==> src/sv/gwt_pkg.sv <==
// gwt_pkg: widths, format codes and result types of the glow wave texel generator
// no dependencies; imported by the coordinate and texel interfaces and every module of the block

package gwt_pkg;

	localparam int COORD_W = 7;
	localparam int FRAC_W  = 7;
	localparam int SQ_W    = 13;
	localparam int SLOPE_W = 9;
	localparam int PROD_W  = SQ_W + SLOPE_W;
	localparam int WAVE_W  = 20;
	localparam int BYTE_W  = 8;
	localparam int USED_W  = 3;

	localparam logic [COORD_W-1:0] HALF_PERIOD = 7'd32;
	localparam logic [COORD_W-1:0] WAVE_END    = 7'd95;
	localparam logic [COORD_W-1:0] WAVE_START  = 7'd96;
	localparam logic [SLOPE_W-1:0] SLOPE_BASE  = 9'd384;
	localparam logic signed [WAVE_W:0] WAVE_ONE = 21'sd262144;

	localparam logic [USED_W-1:0] BYTES_SIGNED = 3'd2;
	localparam logic [USED_W-1:0] BYTES_FOUR   = 3'd4;
	localparam logic [BYTE_W-1:0] SIGNED_MAX   = 8'h7f;
	localparam logic [BYTE_W-1:0] SIGNED_MIN   = 8'h80;
	localparam logic [BYTE_W-1:0] UNSIGNED_TOP = 8'h7f;

	typedef enum logic {
		FMT_SIGNED    = 1'b0,
		FMT_FOUR_BYTE = 1'b1
	} gwt_format_t;

	typedef struct packed {
		logic s1;
		logic s2;
		logic s3;
	} gwt_stage_en_t;

	typedef struct packed {
		logic [BYTE_W-1:0] byte_zero;
		logic [BYTE_W-1:0] byte_one;
		logic [BYTE_W-1:0] byte_two;
		logic [BYTE_W-1:0] byte_three;
		logic [USED_W-1:0] bytes_used;
	} gwt_texel_t;

endpackage

==> src/sv/gwt_if.sv <==
// gwt channel interfaces: coordinate input, texel output, format write
// depends on gwt_pkg for field widths

interface gwt_coord_if;
	import gwt_pkg::*;
	logic               valid;
	logic               ready;
	logic [COORD_W-1:0] column;
	logic [COORD_W-1:0] row;
	modport source (output valid, output column, output row, input ready);
	modport sink (input valid, input column, input row, output ready);
	modport mon (input valid, input column, input row, input ready);
endinterface

interface gwt_texel_if;
	import gwt_pkg::*;
	logic              valid;
	logic              ready;
	logic [BYTE_W-1:0] byte_zero;
	logic [BYTE_W-1:0] byte_one;
	logic [BYTE_W-1:0] byte_two;
	logic [BYTE_W-1:0] byte_three;
	logic [USED_W-1:0] bytes_used;
	modport source (output valid, output byte_zero, output byte_one, output byte_two,
		output byte_three, output bytes_used, input ready);
	modport sink (input valid, input byte_zero, input byte_one, input byte_two,
		input byte_three, input bytes_used, output ready);
	modport mon (input valid, input byte_zero, input byte_one, input byte_two,
		input byte_three, input bytes_used, input ready);
endinterface

interface gwt_cfg_if;
	logic       valid;
	logic       ready;
	logic [0:0] data;
	modport source (output valid, output data, input ready);
	modport sink (input valid, input data, output ready);
	modport mon (input valid, input data, input ready);
endinterface

==> src/sv/gwt_wave_lane.sv <==
// gwt_wave_lane: three-stage wave datapath for one coordinate, phase fold, square, cubic
// depends on gwt_pkg; stage enables come from the top level's pipeline control

module gwt_wave_lane (
	input  logic                            clk,
	input  gwt_pkg::gwt_stage_en_t          en,
	input  logic [gwt_pkg::COORD_W-1:0]     coord,
	output logic signed [gwt_pkg::WAVE_W-1:0] wave
);
	import gwt_pkg::*;

	logic [FRAC_W-1:0]  frac_d;
	logic               odd_d;
	logic [FRAC_W-1:0]  frac_s1;
	logic               odd_s1;
	logic [SQ_W-1:0]    sq_s2;
	logic [SLOPE_W-1:0] slope_s2;
	logic               odd_s2;
	logic [PROD_W-1:0]  prod;
	logic signed [WAVE_W:0] base;
	logic signed [WAVE_W:0] signed_wave;
	logic signed [WAVE_W-1:0] wave_s3;
	logic [2*FRAC_W-1:0] sq_full;

	// fold the phase into fraction and parity of the integral part
	always_comb begin
		if (coord <= HALF_PERIOD) begin
			frac_d = coord + HALF_PERIOD;
			odd_d  = 1'b1;
		end else if (coord <= WAVE_END) begin
			frac_d = coord - HALF_PERIOD;
			odd_d  = 1'b0;
		end else begin
			frac_d = coord - WAVE_START;
			odd_d  = 1'b1;
		end
	end

	assign sq_full = frac_s1 * frac_s1;
	assign prod    = sq_s2 * slope_s2;
	assign base    = WAVE_ONE - $signed({1'b0, prod[WAVE_W-1:0]});
	assign signed_wave = odd_s2 ? -base : base;

	always_ff @(posedge clk) begin
		if (en.s1) begin
			frac_s1 <= frac_d;
			odd_s1  <= odd_d;
		end
		if (en.s2) begin
			sq_s2    <= sq_full[SQ_W-1:0];
			slope_s2 <= SLOPE_BASE - {frac_s1, 2'b00};
			odd_s2   <= odd_s1;
		end
		if (en.s3) begin
			wave_s3 <= signed_wave[WAVE_W-1:0];
		end
	end

	assign wave = wave_s3;

endmodule

==> src/sv/gwt_encoder.sv <==
// gwt_encoder: turns the two wave values into texel bytes for the selected format
// depends on gwt_pkg for widths, format codes and the texel type

module gwt_encoder (
	input  logic signed [gwt_pkg::WAVE_W-1:0] wave_x,
	input  logic signed [gwt_pkg::WAVE_W-1:0] wave_y,
	input  gwt_pkg::gwt_format_t              format,
	output gwt_pkg::gwt_texel_t               texel
);
	import gwt_pkg::*;

	function automatic logic [BYTE_W-1:0] enc_signed(input logic signed [WAVE_W-1:0] v);
		logic signed [BYTE_W:0] q;
		q = v[WAVE_W-1:11];
		if (v[WAVE_W-1] && (v[10:0] != 11'd0)) begin
			q = q + 9'sd1;
		end
		if (q > 9'sd127) begin
			return SIGNED_MAX;
		end
		if (q < -9'sd128) begin
			return SIGNED_MIN;
		end
		return q[BYTE_W-1:0];
	endfunction

	function automatic logic [BYTE_W-1:0] enc_unsigned(input logic signed [WAVE_W-1:0] v);
		logic signed [WAVE_W:0] num;
		logic [WAVE_W+7:0] scaled;
		logic [BYTE_W:0]   s;
		num    = {v[WAVE_W-1], v} + WAVE_ONE;
		scaled = {num[WAVE_W-1:0], 8'd0} - {8'd0, num[WAVE_W-1:0]};
		s      = scaled[WAVE_W+7:WAVE_W-1];
		if (num < 0) begin
			return 8'd0;
		end
		if (s >= 9'd255) begin
			return UNSIGNED_TOP;
		end
		return s[BYTE_W-1:0];
	endfunction

	always_comb begin
		texel.byte_three = 8'd0;
		case (format)
			FMT_SIGNED: begin
				texel.byte_zero  = enc_signed(wave_x);
				texel.byte_one   = enc_signed(wave_y);
				texel.byte_two   = 8'd0;
				texel.bytes_used = BYTES_SIGNED;
			end
			FMT_FOUR_BYTE: begin
				texel.byte_zero  = 8'd0;
				texel.byte_one   = enc_unsigned(wave_y);
				texel.byte_two   = enc_unsigned(wave_x);
				texel.bytes_used = BYTES_FOUR;
			end
			default: begin
				texel.byte_zero  = 8'd0;
				texel.byte_one   = 8'd0;
				texel.byte_two   = 8'd0;
				texel.bytes_used = BYTES_SIGNED;
			end
		endcase
	end

endmodule

==> src/sv/glow_wave_texel_generator.sv <==
// glow_wave_texel_generator: one texel per cycle while the output is taken; each accepted word
// passes stages s1 to s4 to a valid result; one word accepted every cycle while the output is taken
// stages: phase fold, square and slope, cubic wave, encode into the output register
// a stall at the output holds every stage in place; bubbles close up behind it
// reset (arst_n, asynchronous) clears all valid bits and sets format_q to signed
// depends on gwt_pkg, gwt_if, gwt_wave_lane, gwt_encoder

module glow_wave_texel_generator (
	input  logic           clk,
	input  logic           arst_n,
	gwt_coord_if.sink      coord,
	gwt_texel_if.source    texel,
	gwt_cfg_if.sink        cfg
);
	import gwt_pkg::*;

	gwt_format_t   format_q;
	logic          vld_s1, vld_s2, vld_s3, vld_s4;
	logic          rdy_s1, rdy_s2, rdy_s3, rdy_s4;
	gwt_stage_en_t en;
	logic signed [WAVE_W-1:0] wave_x, wave_y;
	gwt_texel_t    texel_d;
	gwt_texel_t    texel_s4;

	assign rdy_s4 = !vld_s4 || texel.ready;
	assign rdy_s3 = !vld_s3 || rdy_s4;
	assign rdy_s2 = !vld_s2 || rdy_s3;
	assign rdy_s1 = !vld_s1 || rdy_s2;

	assign en.s1 = rdy_s1;
	assign en.s2 = rdy_s2;
	assign en.s3 = rdy_s3;

	assign coord.ready = rdy_s1;
	assign cfg.ready   = 1'b1;

	always_ff @(posedge clk or negedge arst_n) begin
		if (!arst_n) begin
			format_q <= FMT_SIGNED;
			vld_s1   <= 1'b0;
			vld_s2   <= 1'b0;
			vld_s3   <= 1'b0;
			vld_s4   <= 1'b0;
		end else begin
			if (cfg.valid) begin
				format_q <= gwt_format_t'(cfg.data[0]);
			end
			if (rdy_s1) vld_s1 <= coord.valid;
			if (rdy_s2) vld_s2 <= vld_s1;
			if (rdy_s3) vld_s3 <= vld_s2;
			if (rdy_s4) vld_s4 <= vld_s3;
		end
	end

	gwt_wave_lane u_lane_x (
		.clk   (clk),
		.en    (en),
		.coord (coord.column),
		.wave  (wave_x)
	);

	gwt_wave_lane u_lane_y (
		.clk   (clk),
		.en    (en),
		.coord (coord.row),
		.wave  (wave_y)
	);

	gwt_encoder u_enc (
		.wave_x (wave_x),
		.wave_y (wave_y),
		.format (format_q),
		.texel  (texel_d)
	);

	always_ff @(posedge clk) begin
		if (rdy_s4) begin
			texel_s4 <= texel_d;
		end
	end

	assign texel.valid      = vld_s4;
	assign texel.byte_zero  = texel_s4.byte_zero;
	assign texel.byte_one   = texel_s4.byte_one;
	assign texel.byte_two   = texel_s4.byte_two;
	assign texel.byte_three = texel_s4.byte_three;
	assign texel.bytes_used = texel_s4.bytes_used;

endmodule

==> src/flat_wrapper.sv <==
// flat-port wrapper written by rule: the top's interface ports become plain ports
module glow_wave_texel_generator_flat import gwt_pkg::*;
  (clk, arst_n, coord_valid, coord_column, coord_row, coord_ready, texel_valid, texel_byte_zero, texel_byte_one, texel_byte_two, texel_byte_three, texel_bytes_used, texel_ready, cfg_valid, cfg_data, cfg_ready);
  gwt_coord_if coord_i ();
  gwt_texel_if texel_i ();
  gwt_cfg_if cfg_i ();
  input  logic clk;
  input  logic arst_n;
  input wire logic [$bits(coord_i.valid)-1:0] coord_valid;
  input wire logic [$bits(coord_i.column)-1:0] coord_column;
  input wire logic [$bits(coord_i.row)-1:0] coord_row;
  output wire logic [$bits(coord_i.ready)-1:0] coord_ready;
  output wire logic [$bits(texel_i.valid)-1:0] texel_valid;
  output wire logic [$bits(texel_i.byte_zero)-1:0] texel_byte_zero;
  output wire logic [$bits(texel_i.byte_one)-1:0] texel_byte_one;
  output wire logic [$bits(texel_i.byte_two)-1:0] texel_byte_two;
  output wire logic [$bits(texel_i.byte_three)-1:0] texel_byte_three;
  output wire logic [$bits(texel_i.bytes_used)-1:0] texel_bytes_used;
  input wire logic [$bits(texel_i.ready)-1:0] texel_ready;
  input wire logic [$bits(cfg_i.valid)-1:0] cfg_valid;
  input wire logic [$bits(cfg_i.data)-1:0] cfg_data;
  output wire logic [$bits(cfg_i.ready)-1:0] cfg_ready;
  assign coord_i.valid = coord_valid;
  assign coord_i.column = coord_column;
  assign coord_i.row = coord_row;
  assign coord_ready = coord_i.ready;
  assign texel_valid = texel_i.valid;
  assign texel_byte_zero = texel_i.byte_zero;
  assign texel_byte_one = texel_i.byte_one;
  assign texel_byte_two = texel_i.byte_two;
  assign texel_byte_three = texel_i.byte_three;
  assign texel_bytes_used = texel_i.bytes_used;
  assign texel_i.ready = texel_ready;
  assign cfg_i.valid = cfg_valid;
  assign cfg_i.data = cfg_data;
  assign cfg_ready = cfg_i.ready;
  glow_wave_texel_generator u_core (.clk(clk), .arst_n(arst_n), .coord(coord_i), .texel(texel_i), .cfg(cfg_i));
endmodule
==> config.mk <==
export PLATFORM = sky130hd
export DESIGN_NAME = glow_wave_texel_generator_flat
export DESIGN_NICKNAME = d
export VERILOG_FILES = /design/src/sv/gwt_pkg.sv /design/src/sv/gwt_if.sv /design/src/sv/gwt_wave_lane.sv /design/src/sv/gwt_encoder.sv /design/src/sv/glow_wave_texel_generator.sv /design/src/flat_wrapper.sv
export SDC_FILE = /design/constraint.sdc
export NUM_CORES = 1
export LEC_CHECK = 0
export BUFFER_PORTS_ARGS = -buffer_cell sky130_fd_sc_hd__buf_2
export CORE_MARGIN = 3
export CORE_UTILIZATION = 30
export CTS_CLUSTER_SIZE = 14
export DETAILED_ROUTE_END_ITERATION = 10
export PLACE_DENSITY_LB_ADDON = 0.05
export RECOVER_POWER = 50
export SLEW_MARGIN = 20
export SYNTH_ARGS = -nofsm -noshare
export SYNTH_HDL_FRONTEND = slang
export SYNTH_SLANG_ARGS = --single-unit
==> constraint.sdc <==
create_clock -name clk -period 5.6 [get_ports clk]
set_input_delay 0.28 -clock clk [delete_from_list [all_inputs] [get_ports clk]]
set_output_delay 0.28 -clock clk [all_outputs]
set_load 0.01 [all_outputs]
==> results of run 1 <==
[layout by cell type (no fill, tap or decap), drive strengths merged, types with 61 or more instances in the layout]
| master | count |
|---|---|
| a21oi | 75 |
| and2 | 101 |
| clkbuf | 61 |
| fa | 124 |
| buf | 65 |
| nand2 | 161 |
| edfxtp | 116 |
| inv | 249 |
| xnor2 | 94 |
| ha | 194 |
[final timing paths]
check,end,slack (ns),cells past startpoint
min in group asynchronous,u_core.texel.valid,0.22,2
worst max register to register,u_core.u_lane_x.wave[19],0.23,17
worst min-delay path,u_core.format_q,0.05,3
worst min register to register,u_core.u_lane_y.odd_s2,0.42,0
worst max-delay path,u_core.u_lane_x.wave[19],0.23,17
max in group asynchronous,u_core.format_q,5.16,2
[metrics by stage]
stage	TNS, ns	cell area [um^2]	worst slack [ns]	hold WS [ns]
6_report	0	16800	0.226	0.0451
4_1_cts	0	16300	0.0108	0.00113
2_1_floorplan	0	14600	0.0690	-0.0156
3_5_place_dp	0	15700	0.0155	0.106
5_1_grt	-0.0408	16800	-0.0265	0.0444
3_3_place_gp	0	15700	0.0723	0.104
[layer usage]
layer  share of wire, %  vias up  routed length, um
met5                  0        -                  0
met4                1.9        0                568
met3                2.3       40                700
met2                 47      100              14300
met1                 49     4806              15000
li1                   -     5290                  -
[registers in the layout (all words and copies together), names as in the netlist, 2 cells and up]
register / cells
u_core.u_lane_x.slope_s2: 6
u_core.texel.bytes_used: 2
u_core.u_lane_y.frac_s1: 7
u_core.u_lane_x.frac_s1: 7
u_core.u_lane_y.slope_s2: 6
u_core.u_lane_y.sq_s2: 12
u_core.u_lane_x.sq_s2: 12
u_core.texel.byte_two: 8
u_core.texel.byte_zero: 8
u_core.u_lane_x.wave: 18
u_core.u_lane_y.wave: 18
u_core.texel.byte_one: 8
[critical path, stage by stage (launching register included)]
cell and delay (ns):
edfxtp_1 0.49, buf_4 0.20, nand2_1 0.07, fa_1 0.53
fa_1 0.53, fa_1 0.54, inv_1 0.06, fa_1 0.52
inv_1 0.04, ha_1 0.29, ha_1 0.37, a21o_1 0.22
a21oi_1 0.21, nor2_1 0.05, or3_1 0.36, xor2_2 0.20
o41ai_4 0.35, xnor2_1 0.10
[cells by family after synthesis]
family                   after synthesis  share of synthesized area, %
AO/OA/AOI/OAI                        232                          10.1
XOR/XNOR                             124                          7.48
adder cells (fa/ha/maj)              318                          33.8
buffers and inverters                296                          7.99
flip-flops                           121                          24.9
multiplexers                           2                         0.155
other                                  2                        0.0517
AND/OR/NAND/NOR                      445                          15.5
[final cells by class]
cell class | count | area [um^2] | area share, %
clock buffers | 18 | 429 | 2.56
clock inverters | 14 | 130 | 0.775
inverters | 248 | 931 | 5.55
multi-input cells | 1131 | 10200 | 60.6
flip-flops and latches | 121 | 3610 | 21.5
well taps | 607 | 759 | 4.53
repair buffers | 118 | 749 | 4.47
[repair_timing]
| action | in CTS | in global routing |
|---|---|---|
| setup endpoints to repair | 1 | 10 |
| hold buffers | 10 | 0 |
| pin swaps | 0 | 38 |
| resized for setup | 1 | 71 |
| gates cloned | 0 | 0 |
| endpoints found under the hold margin | 14 | 0 |
| buffers inserted | 0 | 15 |
==> impl_metrics.tcl, run 1 <==
set metrics [dict create \
    hold_viol_final 0 \
    core_area_um2 47100 \
    path_clk_slew_ns 0.06 \
    nFillCells 4835 \
    die_area_um2 51100 \
    grtUsageMet2_pct 20.8 \
    clock-sinks 121 \
    via_per_inst 4.54 \
    synth_ff_type "edfxtp_1" \
    rsz0062_at_grt "true" \
    dp_hpwl_mm 25.3 \
    cts_tree "yes" \
    grt_start_max_net_pins 40 \
    criticalPathCategory "reg2reg" \
    period_needed_ns 5.37 \
    setup_viol 0 \
    synth_top_area_cell "edfxtp_1" \
    yosys-top-cells-area "edfxtp_1 (24%), fa_1 (17%), ha_1 (17%)" \
    antenna_found_initial 0 \
    end_kind "flop" \
    netlist.area_leader.share_pct 24.0 \
    portBuffers 47 \
    syn2layout_area_growth_pct 15.6 \
    clock_skew_ns 0.00911 \
    cts_buffers 17 \
    tightest_slew_ns 1.93 \
    dieHeight_um 226 \
    start_util_pct 30.8 \
    setup.worst_path.start_class "flop" \
    grt-ovfl-total 0 \
    hold_path.class "in2reg" \
    hp-start "cfg_data" \
    diodes 0 \
    critPathMaxFanout 6 \
    num_io_pins 58 \
    grtUsageMet1_pct 16.5 \
    post_synth_most_frequent_cells "inv_1 (248), ha_1 (194), nand2_1 (161)" \
    crit_start "u_core.u_lane_x.slope_s2[8]" \
    stdcell_count 2257 \
    vias 10200 \
    synth_edf_count 116 \
    drv_cap 2 \
    clockBufferDepth 2 \
    relSlewSlack_pct -28.3 \
    ant_nets 0 \
    outcome "complete, but fails checks" \
    grt_pass1_wl_mm 52.1 \
    synthArstFlopShare_pct 4.13 \
    syn_area_um2 14500 \
    slew_violations 78 \
    drt_first_pass_iters 4 \
    die_width_um 226 \
    final_nets 1975 \
    synthCells 1540 \
    ys_types 65 \
    drive_above_1_share_pct 8.97 \
    fin_util_pct 35.6 \
    timing.rr.start "u_core.u_lane_x.slope_s2[8]" \
    violations "capacitance limit, slew limit" \
    drcViolationCount 0 \
    critPathArrivalTime_ns 5.58 \
    grt_pass1_vias 10700 \
    dp_cells 2200 \
    yosys_warnings 0 \
    yosysMostFrequentCell "inv_1" \
    root_buffer "clkbuf_16" \
    busiest_layer "met2" \
    htree_num_levels 4 \
    routed_wl_mm 30.5 \
    drt-initial-drc-count 416 \
    row_count 79 \
    place_congestion 0.815 \
    detail_route.wl_per_cell_um 13.5 \
    syn_avg_cell_area_um2 9.43 \
    insertion_delay_ns 0.46 \
    track_usage_pct 12.6 \
    ys_ff_latch 121 \
    fmax_ghz 0.186 \
    fin_crit_sh_pct 96.0 \
    synth_seq_area_share_pct 24.9 \
    grt_use_met3_pct 2.70 \
    crit_required_ns 5.81 \
]
Power of run 1 is left out: the tool's default activity adds up to more than one toggle a clock period on the data nets, which glitch-free logic cannot reach.
==> inputs of run 2 (changes only) <==
--- a/config.mk
+++ b/config.mk
@@ -6,6 +6,8 @@
 export NUM_CORES = 1
 export LEC_CHECK = 0
 export BUFFER_PORTS_ARGS = -buffer_cell sky130_fd_sc_hd__buf_2
+export CELL_PAD_IN_SITES_DETAIL_PLACEMENT = 0
+export CELL_PAD_IN_SITES_GLOBAL_PLACEMENT = 1
 export CORE_MARGIN = 3
 export CORE_UTILIZATION = 30
 export CTS_CLUSTER_SIZE = 14
==> run 2 against run 1 <==
Effect of this change: the run still ends with capacitance limit, slew limit left; wire length up 0.89%; clock skew down 0.0014 ns; non-clock buffer count up 4; core utilization down 0.11 points; register-to-register slack about the same; final cell count up 0.13%; hold slack better by 0.12 ns; largest cell class unchanged.
==> impl_metrics.tcl, run 2 (synthesis results as in run 1) <==
set metrics [dict create \
    outcome "complete, but fails checks" \
    violations "capacitance limit, slew limit" \
    insertion_delay_ns 0.46 \
    critPathMaxStageDelay_ns 0.54 \
    seqCellArea_um2 3610 \
    timing.rr.start "u_core.u_lane_x.sq_s2[3]" \
    core_area_um2 47100 \
    end_kind "flop" \
    drive_above_1_share_pct 8.89 \
    multi_input_area_um2 10100 \
    slew_violations 78 \
    ant_nets 0 \
    dpl_worst_slack_ns 0.0344 \
    hold_path.class "in2reg" \
    path_cells "buf_6, and2_1, ha_1, inv_1, fa_1, fa_1, inv_1, fa_1, inv_1, ha_4, ha_4, or3_4, o21ai_4, xnor2_2, or4_4, nor3_4, nand4_4, o41ai_2, xnor2_1" \
    cts_tree "yes" \
    dp_hpwl_mm 25.6 \
    nFillCells 4880 \
    path_depth 19 \
    drcViolationCount 0 \
    setup.worst_path.start_class "flop" \
    layout_common_cells "inv_1 (247), ha_1 (186), nand2_1 (158), fa_1 (124), edfxtp_1 (116)" \
    diodes 0 \
    antenna_found_initial 0 \
    drt-initial-drc-count 369 \
    path_buf_inv 4 \
    final_nets 1979 \
    tightest_slew_ns 1.96 \
    criticalPathCategory "reg2reg" \
    track_usage_pct 13.0 \
    setup_viol 0 \
    portBuffers 47 \
    critPathArrivalTime_ns 5.57 \
    cpMaxStageDelayCell "fa_1" \
    period_needed_ns 5.36 \
    htree_num_levels 4 \
    grt_start_max_net_pins 40 \
    place_congestion 0.782 \
    relSlewSlack_pct -30.9 \
    via_per_inst 4.52 \
    grt_pass1_vias 10700 \
    drt_first_pass_iters 5 \
    clock-sinks 121 \
    crit_end "u_core.u_lane_x.wave[19]" \
    hold_viol_final 0 \
    setup_ws_ns 0.237 \
    crit_required_ns 5.80 \
    root_buffer "clkbuf_16" \
    regToRegSetupSlack_ns 0.24 \
    detail_route.wl_per_cell_um 13.6 \
    num_io_pins 58 \
    path_clk_slew_ns 0.06 \
    r2r_cells 19 \
    start_util_pct 30.8 \
    row_count 79 \
    drv_cap 2 \
    die_area_um2 51100 \
    grt-ovfl-total 0 \
    cp_top_family "adder cells" \
    worst_r2r_endpoint "u_core.u_lane_x.wave[19]" \
    dieHeight_um 226 \
    clock_skew_ns 0.00768 \
    die_width_um 226 \
    vias 10200 \
    syn2layout_area_growth_pct 15.2 \
    clockBufferDepth 2 \
    routed_wl_mm 30.8 \
    grt_pass1_wl_mm 53.0 \
    critPathMaxFanout 4 \
    fmax_ghz 0.186 \
    fin_crit_sh_pct 95.8 \
    mostFrequentLayoutCell "inv_1" \
    crit_start "u_core.u_lane_x.sq_s2[3]" \
    hp-start "coord_row[5]" \
    rsz0062_at_grt "true" \
    cts_buffers 17 \
]
## run 2: cell types whose count changed in the layout (fill, tap and decap cells not counted), sizes merged
cell	previous run	this run
dlygate4sd3	10	14
clkinv	9	7
clkinvlp	2	3
## run 2: worst register-to-register path, stage by stage, from the launching register on
cell and delay, ns:
edfxtp_1 0.43, buf_6 0.15, and2_1 0.14, ha_1 0.27
inv_1 0.06, fa_1 0.50, fa_1 0.54, inv_1 0.05
fa_1 0.52, inv_1 0.06, ha_4 0.25, ha_4 0.15
or3_4 0.39, o21ai_4 0.17, xnor2_2 0.09, or4_4 0.52
nor3_4 0.19, nand4_4 0.14, o41ai_2 0.38, xnor2_1 0.11
## run 2: stage by stage
step / utilization [%] / instances / setup TNS, ns / hold WS [ns] / area (um^2)
floorplan: - / 1548 / 0 / -0.0156 / 14600
global placement: 33.2 / 2198 / 0 / 0.0993 / 15700
detailed placement: 33.2 / 2198 / 0 / 0.102 / 15700
CTS: 34.7 / 2243 / 0 / 0.104 / 16400
global route: 35.5 / 2260 / -0.171 / 0.150 / 16700
finish: 35.5 / 2260 / 0 / 0.168 / 16700
## run 2: worst min path at each step
| stage | endpoint | slack, ns | cells past startpoint |
|---|---|---|---|
| finish | u_core.u_lane_y.frac_s1[5] | 0.17 | 2 |
| detailed placement | u_core.format_q | 0.10 | 1 |
| global route | u_core.u_lane_y.frac_s1[5] | 0.15 | 2 |
| floorplan | u_core.format_q | -0.02 | 0 |
| CTS | u_core.u_lane_y.frac_s1[5] | 0.10 | 2 |
| global placement | u_core.format_q | 0.1 | 1 |
## run 2: what timing repair did
action	in CTS	in global routing
endpoints found under the hold margin	17	0
hold buffers	14	0
setup endpoints to repair	0	10
setup buffers	0	17
resized for setup	0	61
## run 2: area by class of cell
class                      instances  area share [%]
clock inverter                    13           0.778
inverter                         248            5.56
timing repair buffer             122            4.66
multi-input combinational       1131            60.3
sequential                       121            21.6
tap                              607            4.54
clock buffer                      18            2.57
## run 2: metal layers
| metal | part of all wire [%] | track usage [%] |
|---|---|---|
| met1 | 49 | 17.2 |
| met2 | 47 | 21.1 |
| met3 | 2.2 | 2.81 |
| met4 | 1.8 | 4.20 |
| met5 | 0 | 0 |
Power of run 2 is left out for the same reason.
==> inputs of run 3 (changes only) <==
--- a/config.mk
+++ b/config.mk
@@ -17,4 +17,5 @@
 export SLEW_MARGIN = 20
 export SYNTH_ARGS = -nofsm -noshare
 export SYNTH_HDL_FRONTEND = slang
+export SYNTH_HIERARCHICAL = 1
 export SYNTH_SLANG_ARGS = --single-unit
==> run 3 against run 2 <==
Effect of this change: the flow still finishes with violations (capacitance limit, slew limit); global-route usage rose by 0.089 points; maximum frequency fell by 1.4%; largest cell class unchanged; register-to-register slack got worse by 0.08 ns; first-iteration DRC count fell by 1.1%; setup slack got worse by 0.076 ns; hold slack got worse by 0.11 ns; non-clock buffer count rose by 54; wire length rose by 16%; final cell count rose by 11%; critical path depth did not move; synthesized area rose by 9.8%; critical endpoint is now u_core/u_lane_x/wave[19].
==> impl_metrics.tcl, run 3 <==
set metrics [dict create \
    outcome "complete, but fails checks" \
    violations "capacitance limit, slew limit" \
    start_util_pct 30.7 \
    yosys_warnings 6 \
    drt-initial-drc-count 365 \
    grt_pass1_wl_mm 59.9 \
    fin_crit_sh_pct 97.1 \
    busiest_layer "met2" \
    ys_types 95 \
    min_to "u_core/format_q" \
    holdWs_ns 0.0601 \
    path_clk_slew_ns 0.06 \
    crit_required_ns 5.81 \
    detail_route.wl_per_cell_um 14.2 \
    yosys-top-cells-area "edfxtp_1 (24%), fa_1 (16%), ha_1 (16%)" \
    die_area_um2 56000 \
    num_io_pins 58 \
    grt_use_met3_pct 2.39 \
    synthCells 1680 \
    grtUsageMet2_pct 22.1 \
    fmax_ghz 0.184 \
    criticalPathCategory "reg2reg" \
    synth_ff_type "edfxtp_1" \
    regToRegSetupSlack_ns 0.16 \
    drt_first_pass_iters 4 \
    setup.worst_path.start_class "flop" \
    drv_cap 3 \
    place_congestion 0.782 \
    mostFrequentLayoutCell "inv_1" \
    syn_avg_cell_area_um2 9.49 \
    synthArstFlopShare_pct 3.85 \
    tightest_slew_ns 2.22 \
    clockBufferDepth 2 \
    relSlewSlack_pct -47.7 \
    setup_ws_ns 0.162 \
    die_width_um 237 \
    synth_top_area_cell "edfxtp_1" \
    grt_start_max_net_pins 40 \
    hold_depth 2 \
    yosysMostFrequentCell "inv_1" \
    dpl_worst_slack_ns -0.0272 \
    syn2layout_area_growth_pct 18.0 \
    hold_viol_final 0 \
    grtUsageMet1_pct 16.7 \
    muxShareOfSynthArea_pct 0.667 \
    post_synth_most_frequent_cells "inv_1 (245), ha_1 (198), nand2_1 (165)" \
    hp-start "cfg_data" \
    synth-adder-area-share_pct 31.1 \
    final_nets 2162 \
    root_buffer "clkbuf_16" \
    synth_compound_area_share_pct 12.2 \
    antenna_found_initial 1 \
    setup_viol 0 \
    r2r_cells 19 \
    routed_wl_mm 35.7 \
    period_needed_ns 5.44 \
    synth-xor-area-share_pct 7.03 \
    drive_above_1_share_pct 14.0 \
    grt_pass1_vias 12100 \
    htree_num_levels 4 \
    grt-ovfl-total 0 \
    track_usage_pct 13.1 \
    drcViolationCount 0 \
    rsz0062_at_grt "true" \
    clock_skew_ns 0.00775 \
    fin_area_um2 18800 \
    yosys.area_share.simple_pct 16.6 \
    clock-sinks 130 \
    cts_tree "yes" \
    via_per_inst 4.61 \
    critPathArrivalTime_ns 5.65 \
    portBuffers 56 \
    ant_nets 0 \
    dp_hpwl_mm 29.3 \
    layout_common_cells "inv_1 (245), ha_1 (170), nand2_1 (161), edfxtp_1 (125), fa_1 (124)" \
    syn_area_um2 16000 \
    vias 11600 \
    slew_violations 113 \
    cts_buffers 17 \
    hold_path.class "in2reg" \
    worst_r2r_endpoint "u_core/u_lane_x/wave[19]" \
    synth_top_family_by_area "adder cells" \
    insertion_delay_ns 0.46 \
    core_area_um2 51900 \
    end_kind "flop" \
    critPathMaxFanout 5 \
    diodes 0 \
    timing.rr.start "u_core/u_lane_x/slope_s2[4]" \
    synth_edf_count 125 \
    ys_ff_latch 130 \
    synth_seq_area_share_pct 24.3 \
    place_area_um2 17200 \
    dieHeight_um 237 \
    netlist.area_leader.share_pct 23.5 \
    row_count 83 \
]
run 3: cell type report:
class                      instances  area (um^2)
timing repair buffer             176         1150
inverter                         245          920
clock buffer                      19          453
fill                            5352        33100
sequential                       130         3880
multi-input combinational       1250        11400
tap                              680          851
clock inverter                    13          128
run 3: per-layer routing:
metal  vias to the layer above  share of wire [%]
met3                        40                2.8
met1                      5448                 48
met5                         -                  0
li1                       5974                  -
met4                         0                2.0
met2                       127                 47
run 3: worst max path at each step:
stage	startpoint	cells past startpoint	endpoint	slack, ns
final	u_core/u_lane_x/slope_s2[4]	19	u_core/u_lane_x/wave[19]	0.16
after CTS	u_core/u_lane_x/slope_s2[7]	17	u_core/u_lane_x/wave[19]	-0.004
after detailed placement	u_core/u_lane_x/slope_s2[4]	18	u_core/u_lane_x/wave[19]	-0.03
after floorplan	u_core/u_lane_x/slope_s2[8]	19	u_core/u_lane_x/wave[19]	0.05
after global placement	u_core/u_lane_y/sq_s2[4]	17	u_core/u_lane_y/wave[19]	-0.01
after global routing	u_core/u_lane_x/slope_s2[4]	19	u_core/u_lane_x/wave[19]	-0.06
run 3: worst max-delay path, cell delays in order (launching register included):
cell      delay, ns
edfxtp_1       0.50
buf_6          0.17
buf_4          0.13
nand2_1        0.08
fa_1           0.44
fa_1           0.52
fa_1           0.54
inv_1          0.05
fa_1           0.52
inv_1          0.06
ha_4           0.27
ha_4           0.19
a21o_1         0.20
a221o_1        0.31
a31oi_1        0.18
a21oi_2        0.08
xor2_2         0.18
or2_2          0.30
o41a_1         0.33
xnor2_1        0.13
run 3: what timing repair did:
item | 4_1_cts | 5_1_grt
setup endpoints to repair | 2 | 11
pin swaps | 1 | 53
hold buffers | 12 | 0
endpoints found under the hold margin | 16 | 0
gates resized for setup | 1 | 95
setup buffers | 7 | 39
gates cloned | 0 | 0
run 3: cells by family (layout without fill, tap and decap cells):
kind of cell	count (synthesis)	count (layout)
AND/OR/NAND/NOR	501	501
other	4	14
flip-flops	130	130
multiplexers	10	10
XOR/XNOR	128	128
adder cells (fa/ha/maj)	322	322
buffers and inverters	310	453
AO/OA/AOI/OAI	275	275
run 3: metrics by stage:
stage	utilization, %	cells	setup TNS, ns
detailed placement	33.2	2423	-0.0441
global route	36.3	2513	-0.0714
floorplan	-	1690	0
finish	36.3	2513	0
global placement	33.2	2423	-0.0185
CTS	34.7	2474	-0.00444
Power of run 3 is left out for the same reason.
